==> src/design/assert_macros.svh <==
// assertion macros used by the sprite quad setup rtl
// no dependencies; SYNTH builds see empty bodies
`ifndef ASSERT_MACROS_SVH
`define ASSERT_MACROS_SVH
`ifndef SYNTH
`define SQVS_ASSERT(lbl, clk, rst, prop) \
  lbl: assert property (@(posedge clk) disable iff (rst) prop) \
    else $error("sqvs assertion failed");
`define SQVS_ASSERT_NR(lbl, clk, prop) \
  lbl: assert property (@(posedge clk) prop) \
    else $error("sqvs assertion failed");
`else
`define SQVS_ASSERT(lbl, clk, rst, prop)
`define SQVS_ASSERT_NR(lbl, clk, prop)
`endif
`endif

==> src/design/sqvs_pkg.sv <==
// types, constants and helper functions of the sprite quad vertex setup
// no dependencies
package sqvs_pkg;

  localparam int VERTS_PER_QUAD = 6;
  localparam int CORDIC_ITERS   = 30;
  localparam int ADDR_W         = 5;

  localparam logic signed [32:0] CORDIC_X0 = 33'sd652032874;
  localparam logic [16:0]        TEX_ONE   = 17'h10000;

  // register indexes
  localparam logic [2:0] REG_SHEET_W = 3'd0;
  localparam logic [2:0] REG_SHEET_H = 3'd1;
  localparam logic [2:0] REG_CELL_W  = 3'd2;
  localparam logic [2:0] REG_CELL_H  = 3'd3;
  localparam logic [2:0] REG_FRAMES  = 3'd4;
  localparam logic [2:0] REG_COLS    = 3'd5;

  typedef struct packed {
    logic signed [23:0] pos_x;
    logic signed [23:0] pos_y;
    logic signed [15:0] depth_in;
    logic [15:0]        scale_factor;
    logic [15:0]        angle;
    logic [15:0]        frame_index;
  } req_t;

  typedef struct packed {
    logic signed [23:0] vert_x;
    logic signed [23:0] vert_y;
    logic signed [15:0] vert_z;
    logic [16:0]        tex_u;
    logic [16:0]        tex_v;
    logic               last_vertex;
  } vtx_t;

  // effective register values
  typedef struct packed {
    logic [12:0] sheet_width;
    logic [12:0] sheet_height;
    logic [12:0] cell_width;
    logic [12:0] cell_height;
    logic [10:0] frame_total;
    logic [10:0] column_total;
  } cfg_t;

  typedef struct packed {
    logic       load;
    logic       commit;
    logic       grab;
    logic       tex_start;
    logic       tex_store;
    logic       mult;
    logic       corner;
    logic [2:0] idx;
  } cmd_t;

  typedef struct packed {
    logic div_busy;
    logic cordic_busy;
    logic skip;
  } stat_t;

  function automatic logic [29:0] atan_val(input logic [4:0] i);
    logic [29:0] r;
    unique case (i)
      5'd0:  r = 30'd536870912;
      5'd1:  r = 30'd316933406;
      5'd2:  r = 30'd167458907;
      5'd3:  r = 30'd85004756;
      5'd4:  r = 30'd42667331;
      5'd5:  r = 30'd21354465;
      5'd6:  r = 30'd10679838;
      5'd7:  r = 30'd5340245;
      5'd8:  r = 30'd2670163;
      5'd9:  r = 30'd1335087;
      5'd10: r = 30'd667544;
      5'd11: r = 30'd333772;
      5'd12: r = 30'd166886;
      5'd13: r = 30'd83443;
      5'd14: r = 30'd41722;
      5'd15: r = 30'd20861;
      5'd16: r = 30'd10430;
      5'd17: r = 30'd5215;
      5'd18: r = 30'd2608;
      5'd19: r = 30'd1304;
      5'd20: r = 30'd652;
      5'd21: r = 30'd326;
      5'd22: r = 30'd163;
      5'd23: r = 30'd81;
      5'd24: r = 30'd41;
      5'd25: r = 30'd20;
      5'd26: r = 30'd10;
      5'd27: r = 30'd5;
      5'd28: r = 30'd3;
      5'd29: r = 30'd1;
      default: r = 30'd0;
    endcase
    return r;
  endfunction

  // corner of each output vertex: 0 tl, 1 tr, 2 bl, 3 br
  function automatic logic [1:0] corner_of(input logic [2:0] k);
    logic [1:0] r;
    unique case (k)
      3'd0:    r = 2'd0;
      3'd1:    r = 2'd3;
      3'd2:    r = 2'd2;
      3'd3:    r = 2'd0;
      3'd4:    r = 2'd1;
      3'd5:    r = 2'd3;
      default: r = 2'd0;
    endcase
    return r;
  endfunction

endpackage

==> src/design/sqvs_regs.sv <==
// apb configuration registers with effective-value clamping
// depends on sqvs_pkg
module sqvs_regs import sqvs_pkg::*; (
  input  logic              clk,
  input  logic              rst,
  input  logic              psel,
  input  logic              penable,
  input  logic              pwrite,
  input  logic [ADDR_W-1:0] paddr,
  input  logic [31:0]       pwdata,
  output logic [31:0]       prdata,
  output logic              pready,
  output cfg_t              cfg
);

  logic [12:0] sheet_w, sheet_h, cell_w, cell_h;
  logic [10:0] frames, cols;
  logic [2:0]  ridx;

  assign ridx   = paddr[4:2];
  assign pready = 1'b1;

  // register writes
  always_ff @(posedge clk) begin
    if (rst) begin
      sheet_w <= 13'd1;
      sheet_h <= 13'd1;
      cell_w  <= 13'd1;
      cell_h  <= 13'd1;
      frames  <= 11'd1;
      cols    <= 11'd1;
    end else if (psel && penable && pwrite) begin
      case (ridx)
        REG_SHEET_W: sheet_w <= pwdata[12:0];
        REG_SHEET_H: sheet_h <= pwdata[12:0];
        REG_CELL_W:  cell_w  <= pwdata[12:0];
        REG_CELL_H:  cell_h  <= pwdata[12:0];
        REG_FRAMES:  frames  <= pwdata[10:0];
        REG_COLS:    cols    <= pwdata[10:0];
        default: ;
      endcase
    end
  end

  // read back
  always_comb begin
    case (ridx)
      REG_SHEET_W: prdata = {19'd0, sheet_w};
      REG_SHEET_H: prdata = {19'd0, sheet_h};
      REG_CELL_W:  prdata = {19'd0, cell_w};
      REG_CELL_H:  prdata = {19'd0, cell_h};
      REG_FRAMES:  prdata = {21'd0, frames};
      REG_COLS:    prdata = {21'd0, cols};
      default:     prdata = 32'd0;
    endcase
  end

  // zero acts as one, counts cap at 1024
  always_comb begin
    cfg.sheet_width  = (sheet_w == 13'd0) ? 13'd1 : sheet_w;
    cfg.sheet_height = (sheet_h == 13'd0) ? 13'd1 : sheet_h;
    cfg.cell_width   = (cell_w == 13'd0) ? 13'd1 : cell_w;
    cfg.cell_height  = (cell_h == 13'd0) ? 13'd1 : cell_h;
    cfg.frame_total  = (frames == 11'd0) ? 11'd1 :
                       (frames > 11'd1024) ? 11'd1024 : frames;
    cfg.column_total = (cols == 11'd0) ? 11'd1 :
                       (cols > 11'd1024) ? 11'd1024 : cols;
  end

endmodule

==> config.mk <==
export PLATFORM = sky130hd
export DESIGN_NAME = sqvs_regs
export DESIGN_NICKNAME = d
export VERILOG_FILES = /design/src/design/assert_macros.svh /design/src/design/sqvs_pkg.sv /design/src/design/sqvs_regs.sv
export SDC_FILE = /design/constraint.sdc
export NUM_CORES = 1
export LEC_CHECK = 0
export BUFFER_PORTS_ARGS = -buffer_cell sky130_fd_sc_hd__buf_2
export CAP_MARGIN = 0
export CORE_UTILIZATION = 54
export DETAILED_ROUTE_END_ITERATION = 12
export HOLD_SLACK_MARGIN = 0.03
export PLACE_DENSITY = 0.86
export SYNTH_ARGS = -nofsm -noshare
export SYNTH_HDL_FRONTEND = slang
export SYNTH_SLANG_ARGS = --single-unit
==> constraint.sdc <==
create_clock -name clk -period 1.7 [get_ports clk]
set_input_delay 0.17 -clock clk [delete_from_list [all_inputs] [get_ports clk]]
set_output_delay 0.17 -clock clk [all_outputs]
set_load 0.02 [all_outputs]
# After elaboration in Yosys (flattened, before gate mapping)
# Index checks and enable logic that the tools add are counted.
dict set report totals {
  reg_bits 74
  elab_cells 37
}
dict set report classes {
  n_lt_le_gt_ge 2
  n_eq_ne 5
  n_mux 9
  reduce_logical 15
}
# op n
set op_table {}
lappend op_table {{case mux 13 bit (6 select lines)} 1}
lappend op_table {{zero test 13 bit} 4}
lappend op_table {{2-to-1 mux 13 bit} 4}
lappend op_table {{2-to-1 mux 11 bit} 4}
lappend op_table {{greater-than comparator 11 bit (second input constant)} 2}
lappend op_table {{zero test 11 bit} 2}
lappend op_table {{AND reduction 2 bit} 6}
lappend op_table {{equality test 3 x 2 -> 1 bit (second input constant)} 2}
lappend op_table {{equality test 3 bit (second input constant)} 2}
lappend op_table {{equality test 3 x 1 -> 1 bit (second input constant)} 1}
lappend op_table {{zero test 3 bit} 1}
lappend op_table {{logical AND 1 bit} 2}

# Logic depth before layout (Yosys ltp)
dict set report depth {
  depth_word 3
  ltp_mapped 6
}

# Worst setup path after synthesis
# No wires, ideal clock.
dict set report synth_path {
  path_kind {in2out}
  from {input paddr[3]}
  to {output prdata[0]}
  t_arrival_ps 1100
  required_time_ps 1530
  path_slack_ps 430
  cell_stages 6
  path_buffers 3
  path_cell_list {buf_4 -> nand2b_1 -> buf_4 -> buf_6 -> o22a_1 -> o21ai_1}
}
dict set report synth_via {
  elab_chain_cells 2
  elab_cells_between_ends 7
  classes_between {5 x eq/ne; 1 x mux; 1 x reduce/logical}
}
# item line_no
set synth_lines {}
lappend synth_lines {{start, declared} sqvs_regs.sv:9} ;# input logic [ADDR_W-1:0] paddr,
lappend synth_lines {{equality test 3 bit, or another cell as far along} sqvs_regs.sv:47} ;# case (ridx)
lappend synth_lines {{case mux 13 bit (6 select lines) (*)} sqvs_regs.sv:47}
lappend synth_lines {{end, declared} sqvs_regs.sv:11} ;# output logic [31:0] prdata,
# Every way passes the cells marked *; elsewhere a longest branch is shown, timed or not.

# Final worst setup path
dict set report layout_path {
  from {register sheet_h[12]}
  to {output prdata[12]}
}
dict set report layout_via {
  elab_chain_cells 1
}
# item line_no
set layout_lines {}
lappend layout_lines {{start, declared} sqvs_regs.sv:16} ;# logic [12:0] sheet_w, sheet_h, cell_w, cell_h;
lappend layout_lines {{start signal, assigned} sqvs_regs.sv:35} ;# REG_SHEET_H: sheet_h <= pwdata[12:0];
lappend layout_lines {{case mux 13 bit (6 select lines)} sqvs_regs.sv:47}
# Every way passes these cells.

==> impl_metrics.tcl <==
set metrics [dict create \
    outcome "completed" \
    clock-root-buffer "clkbuf_8" \
    netlist_area_um2 4230 \
    die_h_um 90.5 \
    final_util_pct 65.1 \
    grt.overflow.total 0 \
    peakVddDrop_mv 0.463 \
    min_path_cells 3 \
    post_drt_wl_per_cell_um 19.8 \
    register_area_um2 1490 \
    setup-violations-final 0 \
    avgSynthCellArea_um2 8.46 \
    clkSinkCount 74 \
    r2r_slack_ps 850 \
    hold_path_startpoint "pwdata[12]" \
    cts_buffer_depth 2 \
    fill_cells 583 \
    max-cap-violations 0 \
    cts_hold_buf 0 \
    period_needed_ps 1690 \
    diodes 0 \
    cts_buffers 9 \
    track_usage_pct 32.0 \
    skew_ps 0 \
    power.leakage_nw 2.30 \
    cts_tree "yes" \
    cp-end-kind "primary output" \
    die_w_um 90.5 \
    htree_levels 3 \
    period_share_pct 99.3 \
    multi_input_area_um2 2280 \
    io_pins 149 \
    drive_above_1_share_pct 31.4 \
    hold_violations 0 \
    relSlewSlack_pct 63.3 \
    ys_seq_area_share_pct 35.0 \
    dp_slack_ps 42.9 \
    grt_first_pass_wirelength_mm 20.3 \
    total_power_mw 3.62 \
    core.rowCount 31 \
    core_area_um2 7410 \
    dpl.hpwl_mm 9.31 \
    drt_pre_antenna_iters 5 \
    grt_pass1_vias 3769 \
    final_cell_mix "106 x buf_2, 67 x dfxtp_1, 63 x mux2i_1, 48 x nand2b_1, 39 x o21ai_1" \
    ff2ff_path_depth 3 \
    routed-via-count 4014 \
    layout_setup_ws_ps 11.3 \
    holdWs_ps 90.5 \
    cp_max_fo 4 \
    drt_iter0_markers 437 \
    initial_core_util_pct 57.1 \
    die-area_um2 8190 \
    cts_setup_buffers 0 \
    syn_inst 500 \
    layout_commonest_cell "buf_2" \
    antenna_found_initial 0 \
    path_clk_slew_ps 80 \
    timing.rr.start "frames[10]" \
    r2r-end "frames[10]" \
    dp.cells 638 \
    drc 0 \
    power_density_nw_per_um2 750 \
    critPathKind "reg -> out" \
    drv_slew 0 \
    routed_via_density 6.14 \
    yosys.cell_types.count 37 \
    drt_wl_total_mm 13.0 \
    worst_setup_path_start_kind "register" \
    yosysWarnings 0 \
    ys_seq_elements 74 \
    syn2layout_area_growth_pct 14.1 \
    worst_ep_arrival_time_ps 1520 \
    nets 592 \
    place.gp.congestion 0.934 \
    holdPathEnd "sheet_w[12]" \
    max_freq_mhz 592 \
    cp.required_ps 1530 \
    portBuffers 107 \
    grt_max_degree 40 \
    hold_class "in -> reg" \
    final_cells 654 \
    setup.worst_path.start "sheet_h[12]" \
    drtAntennaViolNets 0 \
    tightest_slew_ps 549 \
    clkLatencyLatePin_ps 350 \
]
==> critical path, cell delays in order, from the launching register on <==
cell     delay [ps]
dfxtp_1         370
mux4_2          450
and2_1          180
buf_2           160
==> how the worst max path moves through the flow <==
stage	to	slack, ps
floorplan	prdata[0]	430
CTS	prdata[11]	2
detailed placement	prdata[0]	40
global placement	prdata[0]	90
global route	prdata[12]	-0.5
finish	prdata[12]	10
==> sequential cells by signal (all words and copies together), names as in the netlist <==
signal / flops
sheet_w: 13
sheet_h: 13
cell_h: 13
frames: 11
cell_w: 13
cols: 11
==> metal layers <==
| layer | wire length, µm | global-route usage (%) |
|---|---|---|
| met5 | 0 | 0 |
| met4 | 822 | 22.0 |
| met3 | 1380 | 7.07 |
| met2 | 5810 | 49.0 |
| met1 | 4940 | 39.9 |
==> cell usage after synthesis, drive strengths merged <==
library cell | n | area [µm²]
a21oi | 35 | 175
a221o | 3 | 30.0
a221oi | 1 | 8.76
a22oi | 1 | 7.51
a31o | 2 | 17.5
a31oi | 1 | 6.26
a41o | 2 | 20.0
a41oi | 1 | 8.76
and2 | 3 | 18.8
and4 | 1 | 11.3
and4b | 1 | 10.0
buf | 43 | 334
clkbuf | 63 | 236
conb | 2 | 7.51
dfxtp | 74 | 1480
inv | 4 | 15.0
mux2 | 5 | 56.3
mux2i | 64 | 641
mux4 | 2 | 45.0
nand2 | 7 | 31.3
nand2b | 48 | 300
nand3 | 34 | 170
nand4b | 1 | 23.8
nor2 | 17 | 68.8
nor2b | 17 | 109
nor3 | 4 | 20.0
nor4 | 12 | 75.1
o21ai | 41 | 205
o22a | 7 | 61.3
o32ai | 3 | 26.3
or2 | 1 | 6.26
==> final cells by class <==
class                           count  share of cell area, %
Timing Repair Buffer              127                   14.5
Tap cell                           99                   2.57
Clock buffer                       12                   3.42
Inverter                            4                  0.311
Multi-Input combinational cell    334                   47.3
Sequential cell                    74                   30.9
Clock inverter                      4                   1.01
==> cell families after synthesis <==
kind of cell | count (synthesis) | synth area share (%)
DFF | 74 | 35.0
AOI/OAI and AO/OA | 97 | 13.4
buffers and inverters | 110 | 13.9
other | 2 | 0.178
and+or+nand+nor | 146 | 20.0
muxes | 71 | 17.5
==> what timing repair did <==
item                       in CTS  in global routing
setup endpoints to repair       4                  8
hold endpoints to repair        0                  0
gates resized for setup         4                 12
cloned                          0                  0
pin swaps                       0                  0
==> through the flow <==
stage               setup TNS (ps)  cell area (µm²)
floorplan                        0             4300
detailed placement               0             4550
finish                           0             4820
CTS                              0             4790
global route                -0.546             4820
global placement                 0             4550
==> where the power goes <==
| group | internal, mW | switching [mW] |
|---|---|---|
| combinational | 0.124 | 0.269 |
| clock | 0.796 | 0.668 |
| sequential | 1.74 | 0.0163 |
| total | 2.66 | 0.953 |
No activity file was read; power rests on OpenSTA's default activity.
