==> config.mk <==
export PLATFORM = sky130hd
export DESIGN_NAME = sqvs_ctrl
export DESIGN_NICKNAME = d
export VERILOG_FILES = /design/src/design/sqvs_pkg.sv /design/src/design/sqvs_ctrl.sv
export VERILOG_INCLUDE_DIRS = /design/src /design/src/design
export SDC_FILE = /design/constraint.sdc
export NUM_CORES = 1
export LEC_CHECK = 0
export BUFFER_PORTS_ARGS = -buffer_cell sky130_fd_sc_hd__clkbuf_2
export CORE_MARGIN = 5
export CORE_UTILIZATION = 30
export CTS_BUF_LIST = sky130_fd_sc_hd__clkbuf_4 sky130_fd_sc_hd__clkbuf_8
export DETAILED_ROUTE_END_ITERATION = 6
export SYNTH_ARGS = -nofsm -noshare
export SYNTH_HDL_FRONTEND = slang
export SYNTH_SLANG_ARGS = --single-unit
==> constraint.sdc <==
create_clock -name clk -period 2.95 [get_ports clk]
set_clock_uncertainty 0.15 [all_clocks]
set_input_delay 0.59 -clock clk [delete_from_list [all_inputs] [get_ports clk]]
set_output_delay 0.59 -clock clk [all_outputs]
set_load 0.005 [all_outputs]
==> src/design/assert_macros.svh <==
// assertion macros used by the sprite quad setup rtl
// no dependencies; SYNTH builds see empty bodies
`ifndef ASSERT_MACROS_SVH
`define ASSERT_MACROS_SVH
`ifndef SYNTH
`define SQVS_ASSERT(lbl, clk, rst, prop) \
  lbl: assert property (@(posedge clk) disable iff (rst) prop) \
    else $error("sqvs assertion failed");
`define SQVS_ASSERT_NR(lbl, clk, prop) \
  lbl: assert property (@(posedge clk) prop) \
    else $error("sqvs assertion failed");
`else
`define SQVS_ASSERT(lbl, clk, rst, prop)
`define SQVS_ASSERT_NR(lbl, clk, prop)
`endif
`endif

==> src/design/sqvs_pkg.sv <==
// types, constants and helper functions of the sprite quad vertex setup
// no dependencies
package sqvs_pkg;

  localparam int VERTS_PER_QUAD = 6;
  localparam int CORDIC_ITERS   = 30;
  localparam int ADDR_W         = 5;

  localparam logic signed [32:0] CORDIC_X0 = 33'sd652032874;
  localparam logic [16:0]        TEX_ONE   = 17'h10000;

  // register indexes
  localparam logic [2:0] REG_SHEET_W = 3'd0;
  localparam logic [2:0] REG_SHEET_H = 3'd1;
  localparam logic [2:0] REG_CELL_W  = 3'd2;
  localparam logic [2:0] REG_CELL_H  = 3'd3;
  localparam logic [2:0] REG_FRAMES  = 3'd4;
  localparam logic [2:0] REG_COLS    = 3'd5;

  typedef struct packed {
    logic signed [23:0] pos_x;
    logic signed [23:0] pos_y;
    logic signed [15:0] depth_in;
    logic [15:0]        scale_factor;
    logic [15:0]        angle;
    logic [15:0]        frame_index;
  } req_t;

  typedef struct packed {
    logic signed [23:0] vert_x;
    logic signed [23:0] vert_y;
    logic signed [15:0] vert_z;
    logic [16:0]        tex_u;
    logic [16:0]        tex_v;
    logic               last_vertex;
  } vtx_t;

  // effective register values
  typedef struct packed {
    logic [12:0] sheet_width;
    logic [12:0] sheet_height;
    logic [12:0] cell_width;
    logic [12:0] cell_height;
    logic [10:0] frame_total;
    logic [10:0] column_total;
  } cfg_t;

  typedef struct packed {
    logic       load;
    logic       commit;
    logic       grab;
    logic       tex_start;
    logic       tex_store;
    logic       mult;
    logic       corner;
    logic [2:0] idx;
  } cmd_t;

  typedef struct packed {
    logic div_busy;
    logic cordic_busy;
    logic skip;
  } stat_t;

  function automatic logic [29:0] atan_val(input logic [4:0] i);
    logic [29:0] r;
    unique case (i)
      5'd0:  r = 30'd536870912;
      5'd1:  r = 30'd316933406;
      5'd2:  r = 30'd167458907;
      5'd3:  r = 30'd85004756;
      5'd4:  r = 30'd42667331;
      5'd5:  r = 30'd21354465;
      5'd6:  r = 30'd10679838;
      5'd7:  r = 30'd5340245;
      5'd8:  r = 30'd2670163;
      5'd9:  r = 30'd1335087;
      5'd10: r = 30'd667544;
      5'd11: r = 30'd333772;
      5'd12: r = 30'd166886;
      5'd13: r = 30'd83443;
      5'd14: r = 30'd41722;
      5'd15: r = 30'd20861;
      5'd16: r = 30'd10430;
      5'd17: r = 30'd5215;
      5'd18: r = 30'd2608;
      5'd19: r = 30'd1304;
      5'd20: r = 30'd652;
      5'd21: r = 30'd326;
      5'd22: r = 30'd163;
      5'd23: r = 30'd81;
      5'd24: r = 30'd41;
      5'd25: r = 30'd20;
      5'd26: r = 30'd10;
      5'd27: r = 30'd5;
      5'd28: r = 30'd3;
      5'd29: r = 30'd1;
      default: r = 30'd0;
    endcase
    return r;
  endfunction

  // corner of each output vertex: 0 tl, 1 tr, 2 bl, 3 br
  function automatic logic [1:0] corner_of(input logic [2:0] k);
    logic [1:0] r;
    unique case (k)
      3'd0:    r = 2'd0;
      3'd1:    r = 2'd3;
      3'd2:    r = 2'd2;
      3'd3:    r = 2'd0;
      3'd4:    r = 2'd1;
      3'd5:    r = 2'd3;
      default: r = 2'd0;
    endcase
    return r;
  endfunction

endpackage

==> src/design/sqvs_ctrl.sv <==
// controller state machine sequencing the datapath for one request
// depends on sqvs_pkg and assert_macros.svh
`include "assert_macros.svh"
module sqvs_ctrl import sqvs_pkg::*; (
  input  logic  clk,
  input  logic  rst,
  input  logic  in_valid,
  output logic  in_stall,
  output logic  out_valid,
  input  logic  out_stall,
  input  stat_t stat,
  output cmd_t  cmd
);

  typedef enum logic [9:0] {
    ST_IDLE   = 10'b0000000001,
    ST_MODF   = 10'b0000000010,
    ST_CHECK  = 10'b0000000100,
    ST_COLROW = 10'b0000001000,
    ST_TEXS   = 10'b0000010000,
    ST_TEXW   = 10'b0000100000,
    ST_CWAIT  = 10'b0001000000,
    ST_MULT   = 10'b0010000000,
    ST_CORNER = 10'b0100000000,
    ST_EMIT   = 10'b1000000000
  } state_t;

  state_t     state, state_next;
  logic [2:0] cnt, cnt_next;

  assign in_stall  = state != ST_IDLE;
  assign out_valid = state == ST_EMIT;

  always_ff @(posedge clk) begin
    if (rst) begin
      state <= ST_IDLE;
      cnt   <= 3'd0;
    end else begin
      state <= state_next;
      cnt   <= cnt_next;
    end
  end

  // next state and commands
  always_comb begin
    state_next = state;
    cnt_next   = cnt;
    cmd        = '0;
    cmd.idx    = cnt;
    unique case (state)
      ST_IDLE: begin
        if (in_valid) begin
          cmd.load   = 1'b1;
          state_next = ST_MODF;
        end
      end
      ST_MODF: begin
        if (!stat.div_busy) state_next = ST_CHECK;
      end
      ST_CHECK: begin
        if (stat.skip) begin
          state_next = ST_IDLE;
        end else begin
          cmd.commit = 1'b1;
          state_next = ST_COLROW;
        end
      end
      ST_COLROW: begin
        if (!stat.div_busy) begin
          cmd.grab   = 1'b1;
          cnt_next   = 3'd0;
          state_next = ST_TEXS;
        end
      end
      ST_TEXS: begin
        cmd.tex_start = 1'b1;
        state_next    = ST_TEXW;
      end
      ST_TEXW: begin
        if (!stat.div_busy) begin
          cmd.tex_store = 1'b1;
          if (cnt == 3'd3) begin
            cnt_next   = 3'd0;
            state_next = ST_CWAIT;
          end else begin
            cnt_next   = cnt + 3'd1;
            state_next = ST_TEXS;
          end
        end
      end
      ST_CWAIT: begin
        if (!stat.cordic_busy) state_next = ST_MULT;
      end
      ST_MULT: begin
        cmd.mult = 1'b1;
        if (cnt == 3'd3) begin
          cnt_next   = 3'd0;
          state_next = ST_CORNER;
        end else begin
          cnt_next = cnt + 3'd1;
        end
      end
      ST_CORNER: begin
        cmd.corner = 1'b1;
        if (cnt == 3'd3) begin
          cnt_next   = 3'd0;
          state_next = ST_EMIT;
        end else begin
          cnt_next = cnt + 3'd1;
        end
      end
      ST_EMIT: begin
        if (!out_stall) begin
          if (cnt == 3'(VERTS_PER_QUAD - 1)) begin
            cnt_next   = 3'd0;
            state_next = ST_IDLE;
          end else begin
            cnt_next = cnt + 3'd1;
          end
        end
      end
      default: state_next = ST_IDLE;
    endcase
  end

  `SQVS_ASSERT(a_no_req_while_out, clk, rst, out_valid |-> in_stall)
  `SQVS_ASSERT(a_accept_starts_mod, clk, rst, (in_valid && !in_stall) |=> (state == ST_MODF))
  `SQVS_ASSERT(a_last_ends_quad, clk, rst, (out_valid && !out_stall && cnt == 3'd5) |=> !out_valid)
  `SQVS_ASSERT(a_vertex_in_range, clk, rst, out_valid |-> (cnt <= 3'd5))

endmodule

Word level (Yosys, flattened, before mapping)
Cells that the tools add are included.
{"block": "totals", "regBits": 13, "input_bits": 7, "out_inout_bits": 12, "elab_cells": 57}
{"block": "classes", "addsub": 1, "n_eq_ne": 22, "n_mux": 28, "reduce_logical": 4}
{"cell": "case mux 10 bit (10 select lines)", "count": 1}
{"cell": "two-way mux 10 bit", "count": 9}
{"cell": "inequality test 2 bit (second input constant)", "count": 8}
{"cell": "two-way mux 3 bit", "count": 5}
{"cell": "case mux 3 bit (4 select lines)", "count": 1}
{"cell": "== test 10 x 1 -> 1 bit (second input constant)", "count": 1}
{"cell": "== test 10 bit (second input constant)", "count": 1}
{"cell": "== test 10 x 2 -> 1 bit (second input constant)", "count": 1}
{"cell": "== test 10 x 3 -> 1 bit (second input constant)", "count": 1}
{"cell": "== test 10 x 4 -> 1 bit (second input constant)", "count": 1}
{"cell": "== test 10 x 5 -> 1 bit (second input constant)", "count": 1}
{"cell": "== test 10 x 6 -> 1 bit (second input constant)", "count": 1}
{"cell": "== test 10 x 7 -> 1 bit (second input constant)", "count": 1}
{"cell": "== test 10 x 8 -> 1 bit (second input constant)", "count": 1}
{"cell": "== test 10 x 9 -> 1 bit (second input constant)", "count": 1}
{"cell": "two-way mux 1 bit", "count": 10}
{"cell": "inequality test 10 x 1 -> 1 bit (second input constant)", "count": 1}
{"cell": "AND reduction 9 bit", "count": 1}
{"cell": "two-way mux 7 bit", "count": 1}
{"cell": "two-way mux 4 bit", "count": 1}
{"cell": "AND reduction 4 bit", "count": 1}
{"cell": "nonzero test 4 bit", "count": 1}
{"cell": "adder 3 x 1 -> 3 bit (second input constant)", "count": 1}
{"cell": "== test 3 x 2 -> 1 bit (second input constant)", "count": 1}
{"cell": "other kinds (3)", "count": 3}

Depth between registers and ports, before layout
{"block": "logic_depth", "depth_word": 4, "depth_mapped": 8, "ltp_nobuf": 8}

Worst setup path after synthesis
OpenSTA, ideal clock, no wires.
{"block": "synth_path", "path_kind": "register to output", "start": "reg state[5]", "end": "out cmd[9] (netlist name)", "t_arrival_ps": 1629, "required_time_ps": 2210, "slack_ps": 581, "path_stages_with_launch": 6, "n_path_buf": 1, "cell_sequence": "dfxtp_1 -> buf_2 -> or4_4 -> or3_1 -> nor2_1 -> and2_1"}
{"item": "start: declaration", "line": "sqvs_ctrl.sv:28", "source": "state_t state, state_next;"}
{"item": "start signal: assignment", "line": "sqvs_ctrl.sv:39", "source": "state <= state_next;"}
{"item": "end: declaration", "line": "sqvs_ctrl.sv:12", "source": "output cmd_t cmd"}

==> flow_summary.html <==
<table>
<tr><th>Metric</th><th>Value</th></tr>
<tr><th colspan="2">Worst setup path</th></tr>
<tr><td>CP Data Arrival Time</td><td>2.09 ns</td></tr>
<tr><td>Number of cells on the worst reg-to-reg path</td><td>6</td></tr>
<tr><td>Peak per-stage delay on the critical path</td><td>0.60 ns</td></tr>
<tr><td>Biggest fanout along the worst timing path</td><td>8</td></tr>
<tr><td>Class of the most critical setup path</td><td>flop to output port</td></tr>
<tr><td>Worst setup path endpoint</td><td>cmd[9]</td></tr>
<tr><td>Critical path cell sequence</td><td>or4_4, or3_1, nor2_1, and2_1, clkbuf_2</td></tr>
<tr><td>Number of cells on the critical path</td><td>5</td></tr>
<tr><td>Reg2Reg Setup Slack</td><td>0.65 ns</td></tr>
<tr><td>Slowest cell on the critical path</td><td>or4_4</td></tr>
<tr><td>Kind of cell adding the most delay to the critical path</td><td>simple AND/OR/NAND/NOR gates</td></tr>
<tr><td>CP startpoint kind</td><td>flop</td></tr>
<tr><td>Endpoint type of the worst setup path</td><td>output port</td></tr>
<tr><td>FF-to-FF End</td><td>state[0]$_SDFFE_PP1P_</td></tr>
<tr><td>Critical Path Start</td><td>state[4]$_SDFFE_PP0P_</td></tr>
<tr><td>Buf+Inv Stages, Crit Path</td><td>1</td></tr>
<tr><td>Critical path data required time</td><td>2.21 ns</td></tr>
<tr><td>Reg2Reg Launch Point</td><td>state[0]$_SDFFE_PP1P_</td></tr>
<tr><th colspan="2">Route</th></tr>
<tr><td>Antenna-violating nets left</td><td>0</td></tr>
<tr><td>Number of DRC violations after detailed-routing iteration 0</td><td>32</td></tr>
<tr><td>Number of vias per cell after detailed routing</td><td>5.34</td></tr>
<tr><td>Remaining design rule violation count</td><td>0</td></tr>
<tr><td>Vias</td><td>1051</td></tr>
<tr><td>Detailed Route WL</td><td>2.57 mm</td></tr>
<tr><td>Initial DRT Pass Iterations</td><td>4</td></tr>
<tr><td>WL per Instance</td><td>13.0 um</td></tr>
<tr><th colspan="2">Layout</th></tr>
<tr><td>Area delta synth-&gt;final</td><td>14.3%</td></tr>
<tr><td>Filler cell count</td><td>359</td></tr>
<tr><td>Footprint of the multi-input gates</td><td>709 sq um</td></tr>
<tr><td>Sequential cell area in the final layout</td><td>260 sq um</td></tr>
<tr><td>Fin nets</td><td>164</td></tr>
<tr><td>N_diodes</td><td>0</td></tr>
<tr><td>Share of final-layout standard cells stronger than drive strength 1</td><td>21.9%</td></tr>
<tr><td>Post-route non-filler standard cell count</td><td>197</td></tr>
<tr><th colspan="2">Clocking</th></tr>
<tr><td>Post-CTS Resized</td><td>0</td></tr>
<tr><td>H-tree depth reported by CTS</td><td>1</td></tr>
<tr><td>Number of buffers added by the clock tree synthesis step</td><td>3</td></tr>
<tr><td>Number of hold buffers added after CTS</td><td>0</td></tr>
<tr><td>CTS tree</td><td>built</td></tr>
<tr><td>Buffer count from post-CTS setup fixing</td><td>0</td></tr>
<tr><td>Longest Clk Path Bufs</td><td>2</td></tr>
<tr><td>Root buf cell</td><td>clkbuf_4</td></tr>
<tr><td>Clock sinks</td><td>13</td></tr>
<tr><td>Clock latency on the worst-skew pair</td><td>0.29 ns</td></tr>
<tr><td>Clock-pin transition on the worst setup and hold timing paths</td><td>0.08 ns</td></tr>
<tr><th colspan="2">Logic synthesis</th></tr>
<tr><td>Most area-hungry cell type in the Yosys netlist</td><td>dfxtp_1</td></tr>
<tr><td>Post-synthesis average cell area</td><td>7.61 sq um</td></tr>
<tr><td>Most frequently used flop master after synthesis</td><td>dfxtp_1</td></tr>
<tr><td>Number of synthesized flops with an enable pin</td><td>0</td></tr>
<tr><td>Cell with the most instances after synthesis</td><td>nor2_1</td></tr>
<tr><td>Top post-synthesis cells by area</td><td>dfxtp_1, ha_1, nor2_1</td></tr>
<tr><td>Syn. warnings</td><td>0</td></tr>
<tr><td>Ys async rst share</td><td>0%</td></tr>
<tr><td>Netlist cell types</td><td>45</td></tr>
<tr><td>Area share of the leading cell type in the synthesized netlist</td><td>25.3%</td></tr>
<tr><td>Net count of the mapped netlist</td><td>147</td></tr>
<tr><td>Top cells by count, synth</td><td>nor2_1, dfxtp_1, nand2_1</td></tr>
<tr><td>Number of cells produced by synthesis</td><td>135</td></tr>
<tr><td>Post-synth design cell area</td><td>1030 sq um</td></tr>
<tr><td>Sequential fraction of the synthesis area</td><td>25.3%</td></tr>
<tr><td>Total of flip-flops plus latches after synthesis</td><td>13</td></tr>
<tr><th colspan="2">Global routing</th></tr>
<tr><td>Antenna violations before repair</td><td>0</td></tr>
<tr><td>Overflow left after global routing</td><td>0</td></tr>
<tr><td>Pin count of the biggest net entering global routing</td><td>14</td></tr>
<tr><td>Global-route wire length before repair</td><td>4.35 mm</td></tr>
<tr><td>Vias in the first global route</td><td>981</td></tr>
<tr><td>Global-route usage over all layers</td><td>12.2%</td></tr>
<tr><th colspan="2">Floorplanning</th></tr>
<tr><td>Number of cell rows</td><td>21</td></tr>
<tr><td>Overall die area</td><td>4690 sq um</td></tr>
<tr><td>Y dimension of the die</td><td>68.5 um</td></tr>
<tr><td>Number of ports placed on the die boundary</td><td>19</td></tr>
<tr><td>Die width</td><td>68.5 um</td></tr>
<tr><td>Initial core utilization</td><td>30.8%</td></tr>
<tr><td>Core outline area</td><td>3340 sq um</td></tr>
<tr><th colspan="2">Timing</th></tr>
<tr><td>Worst Tran Pin Value</td><td>0.601 ns</td></tr>
<tr><td>Min Tclk post-route</td><td>2.83 ns</td></tr>
<tr><td>Smallest setup slack after layout</td><td>0.124 ns</td></tr>
<tr><td>Unrepaired setup endpoints after global routing</td><td>false</td></tr>
<tr><td>Final setup violating endpoints</td><td>0</td></tr>
<tr><td>Max-Slew Margin vs Limit</td><td>59.3%</td></tr>
<tr><td>Max Clk Rate</td><td>354 MHz</td></tr>
<tr><td>Max-slew violation count</td><td>0</td></tr>
<tr><td>Tcrit/Tclk final</td><td>95.8%</td></tr>
<tr><td>Setup_tns</td><td>0 ns</td></tr>
<tr><td>Endpoints failing hold</td><td>0</td></tr>
<tr><th colspan="2">Power</th></tr>
<tr><td>Peak supply drop</td><td>288 uV</td></tr>
<tr><td>Power density relative to cell area</td><td>397 nW/um^2</td></tr>
<tr><td>Static Leakage</td><td>0.458 nW</td></tr>
<tr><th colspan="2">Min path</th></tr>
<tr><td>Min-delay worst type</td><td>flop to flop</td></tr>
<tr><th colspan="2">Outcome</th></tr>
<tr><td>Result of the run</td><td>finished, final reports clean</td></tr>
<tr><th colspan="2">Placed design</th></tr>
<tr><td>Detailed-placement wirelength estimate</td><td>2.03 mm</td></tr>
<tr><td>Count of input and output buffers</td><td>18</td></tr>
<tr><td>Last weighted congestion value of the routability-driven placer</td><td>0.874</td></tr>
<tr><td>Placement Setup Slack</td><td>0.449 ns</td></tr>
<tr><td>Post-Place Cells</td><td>193</td></tr>
<tr><th colspan="2">Flow run</th></tr>
<tr><td>Max-cap check violation count</td><td>0</td></tr>
</table>
## registers in the layout, indices dropped and copies added (netlist names)
| name | flops |
|---|---|
| state | 10 |
| cnt | 3 |
## through the flow
step	power (mW)	cell area (sq um)	util, %	hold WS [ns]
4_1_cts	0.468	1170	35.2	0.377
3_3_place_gp	0.341	1140	34.3	0.347
3_5_place_dp	0.343	1140	34.3	0.365
6_report	0.466	1170	35.2	0.370
5_1_grt	0.496	1170	35.2	0.416
2_1_floorplan	0.313	1030	-	0.343
## area by class of cell
cell class / count / share of cell area (%)
Timing Repair Buffer: 18 / 7.68
Multi-Input combinational cell: 109 / 60.4
Sequential cell: 13 / 22.2
Tap cell: 46 / 4.90
Clock buffer: 4 / 2.56
Inverter: 7 / 2.24
## where the power goes
part           switching (mW)  total (mW)  internal [mW]
Sequential             0.0171       0.201          0.184
Combinational          0.0814       0.141         0.0593
Clock                  0.0622       0.124         0.0618
## kinds of logic (layout without fill, tap and decap cells)
| kind of cell | Yosys count | after routing | share of synthesized area, % |
|---|---|---|---|
| AOI/OAI and AO/OA | 29 | 29 | 19.1 |
| xor gates and xnor gates | 2 | 2 | 1.71 |
| adders and majority gates | 5 | 5 | 6.09 |
| buffers and inverters | 13 | 29 | 5.60 |
| DFF | 13 | 13 | 25.3 |
| muxes | 2 | 2 | 2.07 |
| and+or+nand+nor | 71 | 71 | 40.1 |
## placed cells by master (no fill, tap or decap), types with 5 or more instances in the layout
master and count:
dfxtp_1 13, nand2_1 13, a21oi_1 8, inv_1 7
nand3_1 5, ha_1 5, nor2_1 15, clkbuf_2 18
## worst register-to-register path: stages (launching register included)
cell,delay [ns]
dfxtp_1,0.38
or4_4,0.63
nor3_2,0.28
nand4_1,0.21
o311a_1,0.25
nand2_1,0.15
o221ai_1,0.13
## how the worst min path moves through the flow
stage | slack, ns | to | start | depth (start not counted)
5_1_grt | 0.42 | cnt[0]$_SDFFE_PP0P_ | cnt[0]$_SDFFE_PP0P_ | 2
6_report | 0.37 | cnt[0]$_SDFFE_PP0P_ | cnt[0]$_SDFFE_PP0P_ | 2
4_1_cts | 0.38 | cnt[0]$_SDFFE_PP0P_ | cnt[0]$_SDFFE_PP0P_ | 2
2_1_floorplan | 0.34 | cnt[0]$_SDFFE_PP0P_ | cnt[0]$_SDFFE_PP0P_ | 2
3_3_place_gp | 0.35 | cnt[0]$_SDFFE_PP0P_ | cnt[0]$_SDFFE_PP0P_ | 2
3_5_place_dp | 0.37 | cnt[0]$_SDFFE_PP0P_ | cnt[0]$_SDFFE_PP0P_ | 2
## routing by layer
metal  GRT usage (%)  share of wire (%)  wire [um]  vias to the layer above
li1                -                  -          -                      525
met1            15.3                 44       1140                      494
met2            20.5                 51       1300                       30
met3            2.11                4.6        117                        2
met4            4.96               0.55         14                        0
met5               0                  0          0                        -
No activity file was read; power rests on OpenSTA's default activity.
